`src/iq_audio_demodulator_defines.svh`:
```
// assertion macros shared by the demodulator rtl
// no dependencies
`ifndef IQ_AUDIO_DEMODULATOR_DEFINES_SVH
`define IQ_AUDIO_DEMODULATOR_DEFINES_SVH

// property holds at every clock edge outside reset
`define IQD_ASSERT(label, prop, msg) \
  label: assert property (@(posedge clk) disable iff (rst) (prop)) else $error(msg);

// implication checked in the next cycle
`define IQD_ASSERT_NEXT(label, ante, cons, msg) \
  label: assert property (@(posedge clk) disable iff (rst) (ante) |=> (cons)) else $error(msg);

`endif

```
`src/iqd_pkg.sv`:
```
// types and constants of the iq audio demodulator
// no dependencies
`default_nettype none
package iqd_pkg;

  typedef enum logic [2:0] {
    MODE_USB = 3'd0,
    MODE_LSB = 3'd1,
    MODE_CW  = 3'd2,
    MODE_AM  = 3'd3,
    MODE_NFM = 3'd4
  } mode_t;

  typedef enum logic [2:0] {
    REG_MODE   = 3'd0,
    REG_RATE   = 3'd1,
    REG_DC     = 3'd2,
    REG_LP     = 3'd3,
    REG_BFO    = 3'd4
  } reg_idx_t;

  typedef enum logic [2:0] {
    ST_IDLE,
    ST_PREP,
    ST_CORDIC,
    ST_GAIN,
    ST_POST,
    ST_LPMUL,
    ST_LPUPD,
    ST_OUT
  } state_t;

  // item handed from the front to the back
  typedef struct packed {
    logic signed [7:0] i_s;
    logic signed [7:0] q_s;
    logic [2:0]        mode;
  } item_t;

  localparam int ATAN_N = 24;
  localparam logic signed [27:0] PI_Q23   = 28'sd26353589;
  localparam logic signed [31:0] INVK_Q30 = 32'sd652032874;
  localparam logic signed [18:0] GAIN_NFM = 19'sd183501;
  localparam logic signed [18:0] GAIN_SSB = 19'sd111411;
  localparam logic [24:0] CW_FLOOR  = 25'd335544;
  localparam logic [24:0] ONE_Q24   = 25'd16777216;
  localparam logic [19:0] DC_MIN    = 20'd17;
  localparam logic [19:0] DC_MAX    = 20'd838861;
  localparam logic signed [27:0] LP_MAX = 28'sd134217727;
  localparam logic signed [27:0] LP_MIN = -28'sd134217728;

  function automatic logic [22:0] atan_q23(input logic [4:0] k);
    case (k)
      5'd0: atan_q23 = 23'd6588397;
      5'd1: atan_q23 = 23'd3889358;
      5'd2: atan_q23 = 23'd2055030;
      5'd3: atan_q23 = 23'd1043165;
      5'd4: atan_q23 = 23'd523607;
      5'd5: atan_q23 = 23'd262059;
      5'd6: atan_q23 = 23'd131061;
      5'd7: atan_q23 = 23'd65535;
      5'd8: atan_q23 = 23'd32768;
      5'd9: atan_q23 = 23'd16384;
      5'd10: atan_q23 = 23'd8192;
      5'd11: atan_q23 = 23'd4096;
      5'd12: atan_q23 = 23'd2048;
      5'd13: atan_q23 = 23'd1024;
      5'd14: atan_q23 = 23'd512;
      5'd15: atan_q23 = 23'd256;
      5'd16: atan_q23 = 23'd128;
      5'd17: atan_q23 = 23'd64;
      5'd18: atan_q23 = 23'd32;
      5'd19: atan_q23 = 23'd16;
      5'd20: atan_q23 = 23'd8;
      5'd21: atan_q23 = 23'd4;
      5'd22: atan_q23 = 23'd2;
      5'd23: atan_q23 = 23'd1;
      default: atan_q23 = 23'd0;
    endcase
  endfunction

endpackage
`default_nettype wire

```
`src/iqd_front.sv`:
```
// front end: takes iq transfers, tags them with the mode, two-entry queue
// depends on iqd_pkg
`default_nettype none
module iqd_front (
  input  wire               clk,
  input  wire               rst,
  input  wire               in_valid,
  output logic              in_ready,
  input  wire signed [7:0]  in_i,
  input  wire signed [7:0]  in_q,
  input  wire [2:0]         mode,
  output logic              q_valid,
  input  wire               q_ready,
  output iqd_pkg::item_t    q_item
);
  import iqd_pkg::*;

  item_t mem [2];
  logic  wr_ptr, rd_ptr;
  logic [1:0] count;
  logic  push, pop;

  assign in_ready = (count != 2'd2);
  assign q_valid  = (count != 2'd0);
  assign push     = in_valid && in_ready;
  assign pop      = q_valid && q_ready;
  assign q_item   = mem[rd_ptr];

  // queue storage
  always_ff @(posedge clk) begin
    if (push) begin
      mem[wr_ptr] <= '{i_s: in_i, q_s: in_q, mode: mode};
    end
  end

  // queue pointers
  always_ff @(posedge clk) begin
    if (rst) begin
      wr_ptr <= 1'b0;
      rd_ptr <= 1'b0;
      count  <= 2'd0;
    end else begin
      if (push) wr_ptr <= ~wr_ptr;
      if (pop)  rd_ptr <= ~rd_ptr;
      count <= count + {1'b0, push} - {1'b0, pop};
    end
  end

  `include "iq_audio_demodulator_defines.svh"
  `IQD_ASSERT(a_count_range, count <= 2'd2, "queue count out of range")
  `IQD_ASSERT_NEXT(a_full_push, (count == 2'd2) && !pop, count == 2'd2, "full queue lost entry")
  `IQD_ASSERT_NEXT(a_empty_stay, (count == 2'd0) && !push, !q_valid, "empty queue showed data")
endmodule
`default_nettype wire

```
`config.mk`:
```
export PLATFORM = sky130hd
export DESIGN_NAME = iqd_front
export DESIGN_NICKNAME = d
export VERILOG_FILES = /design/src/iqd_pkg.sv /design/src/iqd_front.sv
export VERILOG_INCLUDE_DIRS = /design/src /design/src/src
export SDC_FILE = /design/constraint.sdc
export NUM_CORES = 1
export LEC_CHECK = 0
export BUFFER_PORTS_ARGS = -buffer_cell sky130_fd_sc_hd__buf_4
export CORE_MARGIN = 2
export CORE_UTILIZATION = 58
export CTS_BUF_LIST = sky130_fd_sc_hd__clkbuf_4
export DETAILED_ROUTE_END_ITERATION = 7
export MAX_ROUTING_LAYER = met4
export PLACE_DENSITY = 0.9
export SLEW_MARGIN = 25
export SYNTH_ARGS = -nofsm -noshare
export SYNTH_HDL_FRONTEND = slang
export SYNTH_SLANG_ARGS = --single-unit
```
`constraint.sdc`:
```
create_clock -name clk -period 2.6 [get_ports clk]
set_input_delay 0.13 -clock clk [delete_from_list [all_inputs] [get_ports clk]]
set_output_delay 0.13 -clock clk [all_outputs]
set_load 0.005 [all_outputs]
```
==> run metrics, run 1 <==
status complete, no violations; CP Class reg2out; vias in the first global route 1,033; slack of the critical path 0.735 ns; initial core utilization between 60% and 70%; Die Y approximately 57 um; CP Cell Sequence buf_4, mux2_2, buf_4; final setup fails 0; Non-Filler Instances 185; antenna cells 0; CTS tree yes; cts hold-fix bufs 20; Static Leak between 0.9 and 1 nW; area share of the largest cell type after synthesis 69.0%; period utilization 71.7%; vias per cell 5.21; power consumption about 1.8 mW; fill count 143; commonest non-fill, non-tap cell in the layout buf_4; CORE AREA 2730 sq um; GRT Overall Usage around a fifth; Final #Nets around 180; final WL approximately 3200 um; most frequent cells in the layout buf_4, edfxtp_1, dlygate4sd3_1; max-slew violations 0; Max clock buf depth 2; HP Class in2reg; PortBufs 43; slowest cell on the critical path dfxtp_1; sequential area share after synthesis 75.1%; Post-Place Cells 157; Clock Tree Root clkbuf_4; post-layout min period 1.87 ns; Die Width 57.4 um; CP Max Fanout 12; crit end category primary output; largest net degree at the start of global routing 20; synth top area cells edfxtp_1, mux2_4, mux2_2; worst endpoint required time between 2 and 2.5 ns; Antenna Nets Post-Route 0; Placement Rows 19; Worst-path clk slew approximately 0.13 ns; worst-case clock skew 0.00971 ns; Post-Syn Area per Cell 19.9 sq um; CTS buffer count 5; clk_lat worst skew between 0.3 and 0.4 ns; Area Overhead vs Synth 37.2%; max_slew headroom 43.9%; Residual DRC 0; 1st-pass router iterations 4; Critical Path Max Stage Delay 0.55 ns; Worst VDD drop 796 uV; flops & latches, synth 43; gpl congestion around 0.65; DR iter-0 viols 40; WP data arrival around 1.7 ns; clock sinks 43; Fmax achieved between 500 and 600 MHz; first-pass GRT wire length 4630 um; setup repair after global routing missed its margin false; pre-CTS worst setup slack 0.951 ns; Pwr Density 809 nW/um^2; post-cts sizing count 0; Most Frequent Cell on Critical Path buf_4; num ports 44; largest area contributor in the netlist edfxtp_1; Syn Std Cell Area between 1500 and 2000 sq um; Yosys warnings 0; layout cell share with drive strength beyond 1 50.6%; element type at the critical path start flip-flop; max cap viols 0; Synth cell types 16; antenna violations before repair 0; die area 3290 sq um; post-CTS setup buffers 0; Final Hold Violating Endpoints 0; htree depth 2; Remaining Overflow, GRT 0; Worst Max-Slew Pin Slew around 0.84 ns; setup TNS 0 ns; WHS 0.177 ns; syn nets 108; routed vias 963; post-synthesis cell count 83; DR WL/cell 17.3 um
kinds of logic (layout without fill, tap and decap cells):
kind of cell	Yosys count	count (layout)	share of synthesized area, %
adder cells (fa/ha/maj)	2	2	1.51
AND/OR/NAND/NOR	11	11	3.56
XOR/XNOR	3	3	1.59
AO/OA/AOI/OAI	1	1	0.530
flip-flops	43	43	75.1
buffers and inverters	3	74	1.59
multiplexers	20	20	16.1
critical path, delay by kind of cell, from the launching register on:
kind / cells / cell delay, ns
flops: 1 / 0.55
buf+inv: 2 / 0.46
mux: 1 / 0.37
report_power, final:
| group | internal [mW] | total (mW) | leakage, nW | switching [mW] |
|---|---|---|---|---|
| clock | 0.103 | 0.320 | 0.0272 | 0.217 |
| sequential | 0.871 | 0.926 | 0.396 | 0.0545 |
| combinational | 0.354 | 0.587 | 0.479 | 0.232 |
per-layer routing:
layer | GRT usage (%) | vias up | wire [um]
li1 | - | 450 | -
met1 | 21.6 | 454 | 1270
met2 | 33.3 | 45 | 1610
met3 | 8.16 | 14 | 194
met4 | 11.6 | 0 | 135
met5 | - | - | 0
cell type report:
type,count,area (sq um),area share [%]
clock buffers,5,37.5,1.66
clock inverters,3,20.0,0.883
inverters,1,3.75,0.166
multi-input cells,37,388,17.1
flip-flops and latches,43,1240,54.7
well taps,31,38.8,1.71
repair buffers,65,538,23.7
through the flow:
step | utilization [%] | instance area (sq um)
2_1_floorplan | - | 1650
3_3_place_gp | 73.5 | 2010
3_5_place_dp | 73.5 | 2010
4_1_cts | 82.9 | 2270
5_1_grt | 82.9 | 2270
6_report | 82.9 | 2270
worst paths after layout:
kind / from / end / slack (ns) / cells past startpoint
worst max-delay path: flip-flop / q_item[0] / 0.73 / 3
worst min-delay path: in_valid / wr_ptr$_SDFFE_PP0N_ / 0.18 / 3
worst max register to register: count[0]$_SDFF_PP0_ / count[1]$_SDFF_PP0_ / 0.92 / 8
worst min register to register: rd_ptr$_SDFFE_PP0P_ / rd_ptr$_SDFFE_PP0P_ / 0.56 / 2
state kept, by name, summed over array words and instances, names as in the netlist, named ones only:
register,flops
mem,38
count,2
rd_ptr,1
wr_ptr,1
synth_stat cells, drive strengths merged:
master	instances
and3	1
edfxtp	38
nor2	5
nor2b	2
buf	2
mux2	20
or2	1
xor2	1
o21a	1
xnor2	2
inv	1
nand2b	1
ha	2
nand2	1
dfxtp	5
Note: power is estimated with default switching activity, not from simulation.
==> run 2, diff against run 1 <==
--- a/config.mk
+++ b/config.mk
@@ -8,11 +8,11 @@
 export LEC_CHECK = 0
 export BUFFER_PORTS_ARGS = -buffer_cell sky130_fd_sc_hd__buf_4
 export CORE_MARGIN = 2
-export CORE_UTILIZATION = 58
+export CORE_UTILIZATION = 53
 export CTS_BUF_LIST = sky130_fd_sc_hd__clkbuf_4
 export DETAILED_ROUTE_END_ITERATION = 7
 export MAX_ROUTING_LAYER = met4
-export PLACE_DENSITY = 0.9
+export PLACE_DENSITY = 0.83
 export SLEW_MARGIN = 25
 export SYNTH_ARGS = -nofsm -noshare
 export SYNTH_HDL_FRONTEND = slang
==> constraint.sdc (replaced) <==
create_clock -name clk -period 1.8 [get_ports clk]
set_input_delay 0.09 -clock clk [delete_from_list [all_inputs] [get_ports clk]]
set_output_delay 0.09 -clock clk [all_outputs]
set_load 0.005 [all_outputs]
==> run metrics, run 2 (same netlist as run 1, synthesis figures left out) <==
status complete, no violations; most frequent cells in the layout buf_4, edfxtp_1, dlygate4sd3_1; Max clock buf depth 2 (unchanged); max reg flops 38 (unchanged); commonest non-fill, non-tap cell in the layout buf_4; GRT Overall Usage 18.0% (-2.7 points); dpl hpwl around 1900 um; CP Max Fanout 4 (-8); cts hold-fix bufs 20 (unchanged); Antenna Nets Post-Route 0 (unchanged); Placement Rows 20 (+1); PortBufs 43 (unchanged); routed vias 931 (-3.3%); CP Class reg2reg; htree depth 2 (unchanged); vias in the first global route 977 (-5.4%); Residual DRC 0 (unchanged); Remaining Overflow, GRT 0 (unchanged); antenna cells 0 (unchanged); layout cell share with drive strength beyond 1 51.6% (+0.94 points); post-CTS setup buffers 0 (unchanged); die area 3580 sq um (+8.8%); antenna violations before repair 0 (unchanged); Largest regs mem: 38 flops, count: 2 flops; final WL 2890 um (-9.8%); post-layout min period 1.67 ns; Biggest register mem; CTS tree yes; clk_lat worst skew 0.34 ns (-0.02 ns); setup TNS 0 ns (unchanged); pre-CTS worst setup slack 0.154 ns (-0.796 ns); first-pass GRT wire length 4260 um (-7.9%); Fmax achieved between 500 and 600 MHz; post-cts sizing count 0 (unchanged); Die Width 59.8 um (+4.3%); gpl congestion 0.740 (+14%); CORE AREA 3000 sq um (+9.8%); Final #Nets 181 (+1.7%); Final Hold Violating Endpoints 0 (unchanged); largest net degree at the start of global routing 20 (unchanged); CP Cell Sequence nand2b_2, nand2_2, ha_1, inv_1, ha_1, xor2_1, xnor2_1, nor2_1; Pwr Density 1150 nW/um^2 (+43%); Most Frequent Cell on Critical Path ha_1; period utilization 92.8%; worst endpoint required time 2.05 ns (-0.42 ns); crit end category flip-flop; clock sinks 43 (unchanged); max-slew violations 0 (unchanged); setup repair after global routing missed its margin false; HP Class in2reg; Worst-path clk slew 0.11 ns (-0.02 ns); num ports 44 (unchanged); Die Y 59.8 um (+4.3%); WP data arrival 1.92 ns (+0.18 ns); vias per cell 4.90 (-5.9%); max cap viols 0 (unchanged); worst-case clock skew 0.00691 ns (-0.00280 ns); Area Overhead vs Synth 38.7%; element type at the critical path start flip-flop; slowest cell on the critical path dfxtp_1; max_slew headroom 77.3% (+33 points); slack of the critical path 0.129 ns (-0.606 ns); Worst Max-Slew Pin Slew 0.339 ns (-0.502 ns); Clock Tree Root clkbuf_4; DR iter-0 viols 29 (-28%); DR WL/cell 15.2 um (-12%); Critical Path Max Stage Delay 0.38 ns (-0.17 ns); final setup fails 0 (unchanged); Static Leak 0.927 nW (+2.7%); 1st-pass router iterations 3 (-1); initial core utilization 55.0% (-5.4 points); Worst VDD drop 740 uV (-7.1%); CTS buffer count 5 (unchanged)
==> run 2: changes by cell type in the layout (fill, tap and decap cells not counted) <==
cell        change
buf_4           +3
clkbuf_4        +2
clkinvlp_4      -2
==> run 2: area by class of cell <==
cell class	count	area, sq um
multi-input combinational	37	388
clock inverter	1	5.00
clock buffer	7	52.6
sequential	43	1240
timing repair buffer	68	561
tap	33	41.3
inverter	1	3.75
fill	188	711
==> run 2: power breakdown <==
| group | internal (mW) | leakage, nW | total, mW | switching (mW) |
|---|---|---|---|---|
| clock | 0.183 | 0.0361 | 0.457 | 0.275 |
| combinational | 0.530 | 0.495 | 0.873 | 0.343 |
| sequential | 1.26 | 0.396 | 1.31 | 0.0558 |
==> run 2: worst paths after layout <==
| kind | from | end | slack, ns | depth (start not counted) |
|---|---|---|---|---|
| worst max-delay path | count[0]$_SDFF_PP0_ | count[1]$_SDFF_PP0_ | 0.13 | 8 |
| worst min-delay path | in_valid | wr_ptr$_SDFFE_PP0N_ | 0.13 | 3 |
| worst max register to register | count[0]$_SDFF_PP0_ | count[1]$_SDFF_PP0_ | 0.13 | 8 |
| worst min register to register | rd_ptr$_SDFFE_PP0P_ | flip-flop | 0.55 | 2 |
==> run 2: critical path, delay by kind of cell (launching register included) <==
kind / cells / cell delay [ns]
buffers and inverters: 1 / 0.07
AND/OR/NAND/NOR: 3 / 0.32
flip-flops: 1 / 0.38
adder cells (fa/ha/maj): 2 / 0.44
XOR/XNOR: 2 / 0.35
==> run 2: per-layer routing <==
| layer | part of all wire [%] | global-route usage (%) |
|---|---|---|
| met5 | 0 | - |
| met4 | 1.9 | 9.52 |
| met3 | 4.0 | 4.76 |
| met2 | 57 | 32.5 |
| met1 | 37 | 17.4 |
==> run 2: through the flow <==
| stage | instance area (sq um) | util, % | hold slack (ns) | power, mW | instances |
|---|---|---|---|---|---|
| 2_1_floorplan | 1650 | - | 0.162 | 1.81 | 83 |
| 3_3_place_gp | 2030 | 67.8 | 0.276 | 2.14 | 162 |
| 3_5_place_dp | 2030 | 67.8 | 0.278 | 2.18 | 162 |
| 4_1_cts | 2290 | 76.3 | 0.115 | 2.67 | 190 |
| 5_1_grt | 2290 | 76.3 | 0.126 | 2.77 | 190 |
| 6_report | 2290 | 76.3 | 0.129 | 2.64 | 190 |
